## src/rtl/pit_pkg.sv

```systemverilog
// Shared types and constants for the process id table.
// No dependencies; used by pit_engine and process_id_table.
package pit_pkg;

  localparam int unsigned IdW    = 15;
  localparam int unsigned SelW   = 16;
  localparam int unsigned ValW   = 16;
  localparam int unsigned SlotW  = 6;
  localparam int unsigned CountW = 7;

  localparam logic [IdW-1:0] IdTop   = 15'h7FFF;
  localparam logic [IdW-1:0] IdFirst = 15'd1;

  typedef enum logic [1:0] {
    OP_CREATE     = 2'd0,
    OP_TERMINATE  = 2'd1,
    OP_SEL_FOR_ID = 2'd2,
    OP_ID_AT_SLOT = 2'd3
  } opcode_e;

  typedef struct packed {
    opcode_e          op;
    logic [SelW-1:0]  sel;
    logic [IdW-1:0]   key;
    logic [SlotW-1:0] slot;
  } cmd_t;

  typedef struct packed {
    logic             valid;
    logic [IdW-1:0]   id;
    logic [SelW-1:0]  sel;
  } entry_t;

  typedef struct packed {
    logic [ValW-1:0]   value;
    logic              success;
    logic              stored;
    logic [CountW-1:0] count;
  } res_t;

endpackage

```

## src/rtl/pit_ram.sv

```systemverilog
// Generic simple dual-port RAM: one write port, one read port, registered read.
// No dependencies.
module pit_ram #(
  parameter int unsigned Width = 32,
  parameter int unsigned Depth = 64
) (
  input  logic                     clk_i,
  input  logic                     we_i,
  input  logic [$clog2(Depth)-1:0] waddr_i,
  input  logic [Width-1:0]         wdata_i,
  input  logic                     re_i,
  input  logic [$clog2(Depth)-1:0] raddr_i,
  output logic [Width-1:0]         rdata_o
);

  logic [Width-1:0] mem_q [Depth];
  logic [Width-1:0] rdata_q;

  always_ff @(posedge clk_i) begin
    if (we_i) begin
      mem_q[waddr_i] <= wdata_i;
    end
    if (re_i) begin
      rdata_q <= mem_q[raddr_i];
    end
  end

  assign rdata_o = rdata_q;

endmodule

```

## src/rtl/pit_engine.sv

```systemverilog
// Command sequencer of the process id table: scans the entry RAM, one read per cycle,
// and writes back the modified entry. Depends on pit_pkg and pit_ram.
module pit_engine #(
  parameter int unsigned TableDepth = 64
) (
  input  logic          clk_i,
  input  logic          rst_ni,
  input  logic          start_i,
  input  pit_pkg::cmd_t cmd_i,
  output logic          idle_o,
  output logic          res_valid_o,
  output pit_pkg::res_t res_o,
  input  logic          res_take_i
);

  localparam int unsigned IdxW = $clog2(TableDepth);
  localparam int unsigned CntW = $clog2(TableDepth + 1);
  localparam int unsigned EntW = $bits(pit_pkg::entry_t);

  typedef enum logic [3:0] {
    S_IDLE = 4'b0001,
    S_SCAN = 4'b0010,
    S_SLOT = 4'b0100,
    S_DONE = 4'b1000
  } state_e;

  state_e                   state_q, state_d;
  logic [CntW-1:0]          count_q, count_d;
  logic [CntW-1:0]          issue_q, issue_d;
  logic                     pend_q, pend_d;
  logic                     free_found_q, free_found_d;
  logic [pit_pkg::IdW-1:0]  next_id_q, next_id_d;
  logic [pit_pkg::IdW-1:0]  cand_q, cand_d;
  logic [IdxW-1:0]          free_idx_q, free_idx_d;
  logic [IdxW-1:0]          chk_idx_q, chk_idx_d;
  pit_pkg::cmd_t            cmd_q, cmd_d;
  pit_pkg::res_t            res_q, res_d;

  logic                     ram_we, ram_re;
  logic [IdxW-1:0]          ram_waddr, ram_raddr;
  pit_pkg::entry_t          ram_wdata, ent;
  logic [EntW-1:0]          ram_rdata;

  logic                     hit, scan_end, slot_ok, finish;
  logic [pit_pkg::ValW-1:0] fin_value;
  logic [pit_pkg::IdW-1:0]  id_inc;

  pit_ram #(
    .Width (EntW),
    .Depth (TableDepth)
  ) u_ram (
    .clk_i   (clk_i),
    .we_i    (ram_we),
    .waddr_i (ram_waddr),
    .wdata_i (ram_wdata),
    .re_i    (ram_re),
    .raddr_i (ram_raddr),
    .rdata_o (ram_rdata)
  );

  assign ent      = pit_pkg::entry_t'(ram_rdata);
  assign id_inc   = (next_id_q == pit_pkg::IdTop || next_id_q == '0) ? pit_pkg::IdFirst
                                                                       : next_id_q + 1'b1;
  assign slot_ok  = 32'(cmd_i.slot) < 32'(count_q);
  assign scan_end = !pend_q && (issue_q >= count_q);

  always_comb begin
    hit = 1'b0;
    if (pend_q && ent.valid) begin
      case (cmd_q.op)
        pit_pkg::OP_CREATE:     hit = ent.id == cand_q;
        pit_pkg::OP_TERMINATE:  hit = ent.sel == cmd_q.sel;
        pit_pkg::OP_SEL_FOR_ID: hit = ent.id == cmd_q.key;
        default:                hit = 1'b0;
      endcase
    end
  end

  always_comb begin
    state_d      = state_q;
    count_d      = count_q;
    issue_d      = issue_q;
    pend_d       = 1'b0;
    free_found_d = free_found_q;
    next_id_d    = next_id_q;
    cand_d       = cand_q;
    free_idx_d   = free_idx_q;
    chk_idx_d    = chk_idx_q;
    cmd_d        = cmd_q;
    res_d        = res_q;
    ram_we       = 1'b0;
    ram_waddr    = chk_idx_q;
    ram_wdata    = ent;
    ram_re       = 1'b0;
    ram_raddr    = issue_q[IdxW-1:0];
    finish       = 1'b0;
    fin_value    = '0;

    case (state_q)
      S_IDLE: begin
        if (start_i) begin
          cmd_d        = cmd_i;
          issue_d      = '0;
          free_found_d = 1'b0;
          case (cmd_i.op)
            pit_pkg::OP_CREATE: begin
              cand_d    = next_id_q;
              next_id_d = id_inc;
              state_d   = S_SCAN;
            end
            pit_pkg::OP_ID_AT_SLOT: begin
              if (slot_ok) begin
                ram_re    = 1'b1;
                ram_raddr = IdxW'(cmd_i.slot);
                state_d   = S_SLOT;
              end else begin
                finish = 1'b1;
              end
            end
            default: state_d = S_SCAN;
          endcase
        end
      end

      S_SCAN: begin
        if (!hit && issue_q < count_q) begin
          ram_re    = 1'b1;
          pend_d    = 1'b1;
          chk_idx_d = issue_q[IdxW-1:0];
          issue_d   = issue_q + 1'b1;
        end
        if (cmd_q.op == pit_pkg::OP_CREATE) begin
          if (pend_q && !ent.valid && !free_found_q) begin
            free_found_d = 1'b1;
            free_idx_d   = chk_idx_q;
          end
          if (hit) begin
            cand_d    = next_id_q;
            next_id_d = id_inc;
            issue_d   = '0;
            pend_d    = 1'b0;
          end else if (scan_end) begin
            ram_wdata = '{valid: 1'b1, id: cand_q, sel: cmd_q.sel};
            if (free_found_q) begin
              ram_we    = 1'b1;
              ram_waddr = free_idx_q;
            end else if (count_q < CntW'(TableDepth)) begin
              ram_we    = 1'b1;
              ram_waddr = count_q[IdxW-1:0];
              count_d   = count_q + 1'b1;
            end
            fin_value = pit_pkg::ValW'(cand_q);
            finish    = 1'b1;
          end
        end else if (hit) begin
          if (cmd_q.op == pit_pkg::OP_TERMINATE) begin
            ram_we          = 1'b1;
            ram_wdata       = ent;
            ram_wdata.valid = 1'b0;
            if (CntW'(chk_idx_q) + 1'b1 == count_q) begin
              count_d = count_q - 1'b1;
            end
          end else begin
            fin_value = ent.sel;
          end
          finish = 1'b1;
        end else if (scan_end) begin
          finish = 1'b1;
        end
      end

      S_SLOT: begin
        fin_value = ent.valid ? pit_pkg::ValW'(ent.id) : '0;
        finish    = 1'b1;
      end

      S_DONE: begin
        if (res_take_i) begin
          state_d = S_IDLE;
        end
      end

      default: state_d = S_IDLE;
    endcase

    if (finish) begin
      res_d.value   = fin_value;
      res_d.success = (cmd_d.op == pit_pkg::OP_TERMINATE) || (fin_value != '0);
      res_d.stored  = ram_we && (cmd_d.op == pit_pkg::OP_CREATE);
      res_d.count   = pit_pkg::CountW'(count_d);
      state_d       = S_DONE;
    end
  end

  always_ff @(posedge clk_i or negedge rst_ni) begin
    if (!rst_ni) begin
      state_q      <= S_IDLE;
      count_q      <= '0;
      issue_q      <= '0;
      pend_q       <= 1'b0;
      free_found_q <= 1'b0;
      next_id_q    <= pit_pkg::IdFirst;
    end else begin
      state_q      <= state_d;
      count_q      <= count_d;
      issue_q      <= issue_d;
      pend_q       <= pend_d;
      free_found_q <= free_found_d;
      next_id_q    <= next_id_d;
    end
  end

  always_ff @(posedge clk_i) begin
    cand_q     <= cand_d;
    free_idx_q <= free_idx_d;
    chk_idx_q  <= chk_idx_d;
    cmd_q      <= cmd_d;
    res_q      <= res_d;
  end

  assign idle_o      = state_q == S_IDLE;
  assign res_valid_o = state_q == S_DONE;
  assign res_o       = res_q;

endmodule

```

## src/rtl/process_id_table.sv

```systemverilog
// Top level of the process id table: input handshake, output register, command engine.
// Depends on pit_pkg and pit_engine.
//
//   channel | direction | handshake           | payload
//   --------+-----------+---------------------+-------------------------------------------
//   in      | input     | in_valid_i/in_stall_o | opcode_i selector_in_i id_key_i slot_index_i
//   out     | output    | out_valid_o/out_stall_i | value_o success_o stored_o entry_count_o
//
// Terminate and selector lookup scan the slots in use, one read of the entry RAM per cycle.
// Create scans once per id candidate and starts the scan again whenever the candidate is
// already in use. Id at slot reads the given slot only when it lies below the count.
// Reset clears the count and sets the next id to 1; the RAM needs no clearing, since only
// slots below the count are read. A stalled result waits in the output register while the
// next transaction is taken.
module process_id_table #(
  parameter int unsigned TABLE_DEPTH = 64
) (
  input  logic        clk_i,
  input  logic        rst_ni,
  input  logic        in_valid_i,
  output logic        in_stall_o,
  input  logic [1:0]  opcode_i,
  input  logic [15:0] selector_in_i,
  input  logic [14:0] id_key_i,
  input  logic [5:0]  slot_index_i,
  output logic        out_valid_o,
  input  logic        out_stall_i,
  output logic [15:0] value_o,
  output logic        success_o,
  output logic        stored_o,
  output logic [6:0]  entry_count_o
);

  logic          eng_idle, eng_res_valid, res_take, start;
  pit_pkg::cmd_t cmd;
  pit_pkg::res_t eng_res, out_q;
  logic          out_valid_q, out_valid_d;

  assign cmd = '{op:   pit_pkg::opcode_e'(opcode_i),
                 sel:  selector_in_i,
                 key:  id_key_i,
                 slot: slot_index_i};

  assign in_stall_o = !eng_idle;
  assign start      = in_valid_i && eng_idle;
  assign res_take   = eng_res_valid && (!out_valid_q || !out_stall_i);

  pit_engine #(
    .TableDepth (TABLE_DEPTH)
  ) u_engine (
    .clk_i       (clk_i),
    .rst_ni      (rst_ni),
    .start_i     (start),
    .cmd_i       (cmd),
    .idle_o      (eng_idle),
    .res_valid_o (eng_res_valid),
    .res_o       (eng_res),
    .res_take_i  (res_take)
  );

  always_comb begin
    out_valid_d = out_valid_q && out_stall_i;
    if (res_take) begin
      out_valid_d = 1'b1;
    end
  end

  always_ff @(posedge clk_i or negedge rst_ni) begin
    if (!rst_ni) begin
      out_valid_q <= 1'b0;
    end else begin
      out_valid_q <= out_valid_d;
    end
  end

  always_ff @(posedge clk_i) begin
    if (res_take) begin
      out_q <= eng_res;
    end
  end

  assign out_valid_o   = out_valid_q;
  assign value_o       = out_q.value;
  assign success_o     = out_q.success;
  assign stored_o      = out_q.stored;
  assign entry_count_o = out_q.count;

endmodule
```

## config.mk

```make
export PLATFORM = sky130hd
export DESIGN_NAME = process_id_table
export DESIGN_NICKNAME = d
export VERILOG_FILES = /design/src/rtl/pit_pkg.sv /design/src/rtl/pit_ram.sv /design/src/rtl/pit_engine.sv /design/src/rtl/process_id_table.sv
export SDC_FILE = /design/constraint.sdc
export NUM_CORES = 2
export LEC_CHECK = 0
export ABC_AREA = 1
export BUFFER_PORTS_ARGS = -buffer_cell sky130_fd_sc_hd__buf_2
export CAP_MARGIN = 20
export CORE_UTILIZATION = 35
export CTS_CLUSTER_DIAMETER = 200
export DETAILED_ROUTE_END_ITERATION = 10
export PLACE_DENSITY = 0.49
export SYNTH_ARGS = -nofsm -noshare
export SYNTH_HDL_FRONTEND = slang
export SYNTH_SLANG_ARGS = --single-unit
```

## constraint.sdc

```tcl
create_clock -name clk_i -period 10.55 [get_ports clk_i]
set_input_delay 1.5825 -clock clk_i [delete_from_list [all_inputs] [get_ports clk_i]]
set_output_delay 1.5825 -clock clk_i [all_outputs]
set_load 0.01 [all_outputs]
```

Word-level counts from Yosys, hierarchy flattened
Memories as Yosys holds them, arrays and structs flattened. A register that Yosys moved wholly into a read port is not among the register bits.
Index checks and enable logic that the tools add are counted.
Widths: inputs -> output; s select.
{ "word_totals": {"ff_bits": 152, "memories": 1, "ram_bits": 2048, "latchBits": 0, "in_bits": 43, "mem_bits_ro": 0, "out_inout_bits": 27} }
{ "memory_table": {"columns": ["memory", "words", "width", "read_ports", "rd_clocked_by_memory_dff", "write_ports", "line_no", "rtl"], "rows": [
  ["u_engine.u_ram.mem_q", 64, 32, 1, 1, 1, "pit_ram.sv:16", "logic [Width-1:0] mem_q [Depth];"]
]} }
{ "classes": {"add_sub_neg": 5, "n_mux": 89, "reduce_logical": 33, "magnitude_cmp": 4, "n_div": 0, "n_bitwise": 0, "multipliers": 0, "eq_ne": 22, "n_shift": 0} }
{ "ops": {"columns": ["operator", "n"], "rows": [
  ["$mux 32", 6],
  ["$mux 15", 11],
  ["$mux 7", 13],
  ["$mux 39", 2],
  ["$mux 16", 4],
  ["$mux 6", 10],
  ["$pmux 15 s2", 2],
  ["$pmux 16 s2", 1],
  ["$eq 15x15->1", 2],
  ["$mux 1", 29],
  ["$mux 4", 5],
  ["$eq 16x16->1", 1],
  ["$reduce_bool 16->1", 1],
  ["$add 15x1->15 const B", 1],
  ["$eq 15x15->1 const B", 1],
  ["$logic_not 15->1", 1],
  ["$add 7x1->7 const B", 2],
  ["$pmux 7 s2", 1],
  ["$ne 2x1->1 const B", 6],
  ["$pmux 4 s3", 1],
  ["$logic_and 1x1->1", 9],
  ["$reduce_and 4->1", 2],
  ["$add 6x1->7 const B", 1],
  ["$eq 7x7->1", 1],
  ["other kinds (23)", 40]
]} }

Longest topological paths before layout
{ "logic_depth": {"word_depth": 9, "depth_mapped": 23, "ltp_nobuf": 19} }

Modules after synthesis
From an unflattened synthesis, not the netlist that was laid out.
{ "unflattened": {"cells_unflattened": 7719, "hier_area_um2": 91082.4} }
{ "modules_own_cells": {"columns": ["mod", "n_inst", "area_each_um2", "cells_per_inst", "seq_area_each_um2"], "rows": [
  ["pit_ram", 1, 83064.7, 6777, 62459.9],
  ["pit_engine", 1, 7210.7, 909, 3410.8],
  ["process_id_table", 1, 807.0, 33, 775.7]
]} }

Worst setup path before layout
OpenSTA, ideal clock, no wires.
{ "synth_timing": {"path_type": "register -> register", "startpoint": "register u_engine.count_q[4]", "endpoint": "memory u_engine.u_ram.mem_q[0][2] (data pin)", "stages_incl_launch_ff": 13, "setup_slack_ps": 5032, "required_time_ps": 9848, "arrival_ps": 4816, "path_cell_list": "dfrtp_1 -> clkbuf_1 -> clkinv_1 -> ha_1 -> a21oi_1 -> o31a_1 -> nand3_1 -> nand2_1 -> nor2_4 -> buf_2 -> clkbuf_1 -> clkbuf_1 -> o21ai_0"} }
{ "synth_rtl": {"columns": ["element", "line_no", "rtl"], "rows": [
  ["start, declared", "pit_engine.sv:28", "logic [CntW-1:0] count_q, count_d;"],
  ["start signal, assigned", "pit_engine.sv:205", "count_q <= count_d;"],
  ["end, declared", "pit_ram.sv:16", null]
]} }

Final worst setup path
{ "layout_timing": {"startpoint": "register u_engine.count_q[4]", "endpoint": "register u_engine.u_ram.rdata_q[30], in the netlist u_engine.u_ram.rdata_o[30] (read register of u_engine.u_ram.mem_q) (data pin)"} }
{ "layout_via": {"elab_chain_len": 5} }
{ "layout_lines": {"columns": ["element", "line_no", "rtl"], "rows": [
  ["$lt 6x7->1", "pit_engine.sv:64", "assign slot_ok = 32'(cmd_i.slot) < 32'(count_q);"],
  ["$mux 1 / $mux 6 (equally long branches)", "pit_engine.sv:112", "if (slot_ok) begin"],
  ["$mux 1 / $mux 6 (equally long branches)", "pit_engine.sv:105", "case (cmd_i.op)"],
  ["$mux 1 / $mux 6 (equally long branches)", "pit_engine.sv:101", "if (start_i) begin"],
  ["$pmux 1 s2 / $mux 6 (equally long branches)", "pit_engine.sv:99", "case (state_q)"],
  ["end, declared", "pit_ram.sv:17", "logic [Width-1:0] rdata_q;"]
]} }
Several ways; a longest one is shown, not always the timed one.
A chain may end at the register's enable or synchronous reset.

==> results.cfg <==
[cts]
cts_buffers = 233
clkTransAtPathRegs_ns = 0.06
ctsLongestPathBuffers = 3
cts_tree = built
cts_max_level = 4
hold_buffers = 0
insertion_delay_ns = 0.89
post-cts-setup-buffers = 0
root_buffer = clkbuf_16
cts-resized-gates = 0
clock-sinks = 2226

[sta]
tns_ns = 0
setup_violations = 0
fin_skew_ns = 0.0436
max_slew_margin_pct = 20.1
post-route-period-util_pct = 59.4
drv_slew = 0
rsz0062_at_grt = no
fmax_ghz = 0.160
period_minus_slack_ns = 6.26
hold_violations = 0
worstMarginPinSlew_ns = 1.19

[yosys]
async_reset_ff_share_pct = 1.62
ys_ff_latch = 2226
synthCells = 9319
syn_area_per_cell_um2 = 10.4
synth_ff_type = edfxtp_1
yosys.area.top_type = edfxtp_1
syn_nets = 9380
syn_area_mm2 = 0.0973
seq_area_frac_synth_pct = 68.5
synth-edff-count = 2188
ys_types = 51
synth_top_area_share_pct = 67.5
yosys_warnings = 0
synth_area_leaders = edfxtp_1 (67%), nand2_1 (11%), nand3_1 (9.0%), inv_1 (6.0%), buf_2 (1.9%)

[floorplanning]
core_area_mm2 = 0.276
start_util_pct = 35.2
die_w_um = 529
die_area_mm2 = 0.280
rows = 193
num_io_pins = 70
dieHeight_um = 529

[setup_path]
reg2reg_depth = 17
arrival_ns = 6.99
start_kind = flop
worstReg2RegStart = u_engine.count_q[4]$_DFF_PN0_
path_max_fanout = 65
regToRegEndpoint = u_engine.u_ram.rdata_o[30]$_DFFE_PP_
regToRegSetupSlack_ns = 4.29
cp_data_required_time_ns = 11.27
worstSetupPathType = flop to flop
cp-end-kind = flop
startpoint = u_engine.count_q[4]$_DFF_PN0_

[route]
wl_um = 308000
avgViaCountPerCell = 4.99
firstDrtPassIters = 6
num_vias = 66000
ant_nets = 0
wl_per_cell_um = 23.3
drt-initial-drc-count = 6803
drc_errors = 0

[final_layout]
final_cell_mix = nand2_1 (2800), edfxtp_1 (2188), nand3_1 (1752), inv_1 (1551), clkbuf_16 (236)
nNetsFinal = 9371
final_cell_area_mm2 = 0.110
stdcell_count = 13200
nFillCells = 26500
area_delta_synth_final_pct = 12.5
layout_commonest_cell = nand2_1
final_layout_size_suffix_gt1_share_pct = 7.21

[global_routing]
grt_pass1_vias = 62000
grt_first_pass_wirelength_um = 442000
gr-total-overflow = 0
antenna_found_initial = 17
grt_util_all_layers_pct = 21.7
grt_max_degree = 188

[power]
power.density_mw_per_mm2 = 241
irDropWorstVdd_v = 0.000190
cellLeakagePower_nw = 44.2
power.total_mw = 26.4

[outcome]
outcome = finished clean

[placed_design]
dp_hpwl_um = 159000
placedCellCount = 12800
placed_area_mm2 = 0.102
gp_congestion = 0.834
portBuffers = 69

[worst_hold_path]
hold_class = flop to flop
min-delay-start = u_engine.res_o[4]$_DFFE_PP_
min_to = entry_count_o[4]$_DFFE_PP_
hold_depth = 0

[run]
drv_cap = 0
cell usage after synthesis, types with 18 or more instances:
master,n
clkbuf_1,48
nor3_1,21
dfrtp_1,34
ha_1,18
buf_4,32
nor2_1,148
edfxtp_1,2188
inv_1,1553
nand4_1,18
xor2_1,27
buf_2,371
nand3_1,1752
nand3b_1,35
nand2_1,2808
a21oi_1,19
o211ai_1,67
o21ai_0,65
flip-flops by register name, summed over array words and instances, names as in the netlist, 4 cells and up:
register                flops
entry_count_o               7
u_engine.cand_q            15
u_engine.chk_idx_q          6
u_engine.cmd_q             33
u_engine.count_q            7
u_engine.free_idx_q         6
u_engine.issue_q            7
u_engine.next_id_q         15
u_engine.res_o             25
u_engine.state_q            4
u_engine.u_ram.mem_q     2048
u_engine.u_ram.rdata_o     32
value_o                    16
final cells by class:
class	count	area (um^2)	area share (%)
diodes	8	20.0	0.0183
clock buffers	303	6210	5.67
clock inverters	128	1060	0.972
inverters	1568	5910	5.39
multi-input cells	5054	23200	21.2
flip-flops and latches	2226	66600	60.8
well taps	3705	4640	4.23
repair buffers	227	1820	1.66
routing by layer:
layer / track usage (%) / part of all wire [%]
met2: 35.2 / 47
met3: 2.81 / 6.8
met4: 6.27 / 2.8
met5: 0 / 0
met1: 30.3 / 44
critical path, stage by stage, from the launching register on:
cell      delay (ns)
dfrtp_1         0.55
clkinv_1        0.43
ha_1            0.44
nand2_1         0.08
nand2_1         0.07
a21boi_2        0.27
nand3_2         0.31
clkinv_2        0.26
nand2_1         0.16
nand2_8         0.47
buf_4           0.75
buf_4           0.85
nand3_1         0.16
nand3_1         0.11
nand3_1         0.08
nand3_1         0.27
nand3_1         0.44
nand2_1         0.29
metrics by stage:
step | setup WS, ns | utilization, % | hold slack [ns]
after detailed placement | 3.76 | 37.0 | 0.405
after floorplan | 5.03 | - | 0.400
after global placement | 3.74 | 36.9 | 0.404
final | 4.29 | 39.6 | 0.419
after global routing | 4.06 | 39.6 | 0.424
after CTS | 4.38 | 39.6 | 0.420
worst max path at each step:
stage                                       endpoint  depth (start not counted)
2_1_floorplan   u_engine.u_ram.mem_q[0][2]$_DFFE_PP_                         12
3_3_place_gp    u_engine.u_ram.rdata_o[30]$_DFFE_PP_                         19
3_5_place_dp    u_engine.u_ram.rdata_o[30]$_DFFE_PP_                         17
4_1_cts         u_engine.u_ram.rdata_o[30]$_DFFE_PP_                         17
5_1_grt        u_engine.u_ram.mem_q[0][10]$_DFFE_PP_                         13
6_report        u_engine.u_ram.rdata_o[30]$_DFFE_PP_                         17
kinds of logic after synthesis:
logic type / Yosys count / synth area share, %
buffers and inverters: 2039 / 8.54
adders and majority gates: 18 / 0.231
AOI/OAI and AO/OA: 181 / 1.22
DFF: 2226 / 68.5
xor gates and xnor gates: 33 / 0.297
and+or+nand+nor: 4822 / 21.3
report_power, final:
part           internal (mW)  switching (mW)  total [mW]
Combinational           1.73            5.70        7.44
Clock                   4.45            3.51        7.96
Sequential              10.8           0.215        11.0
Total                   17.0            9.43        26.4
(Power assumes the default switching activity.)
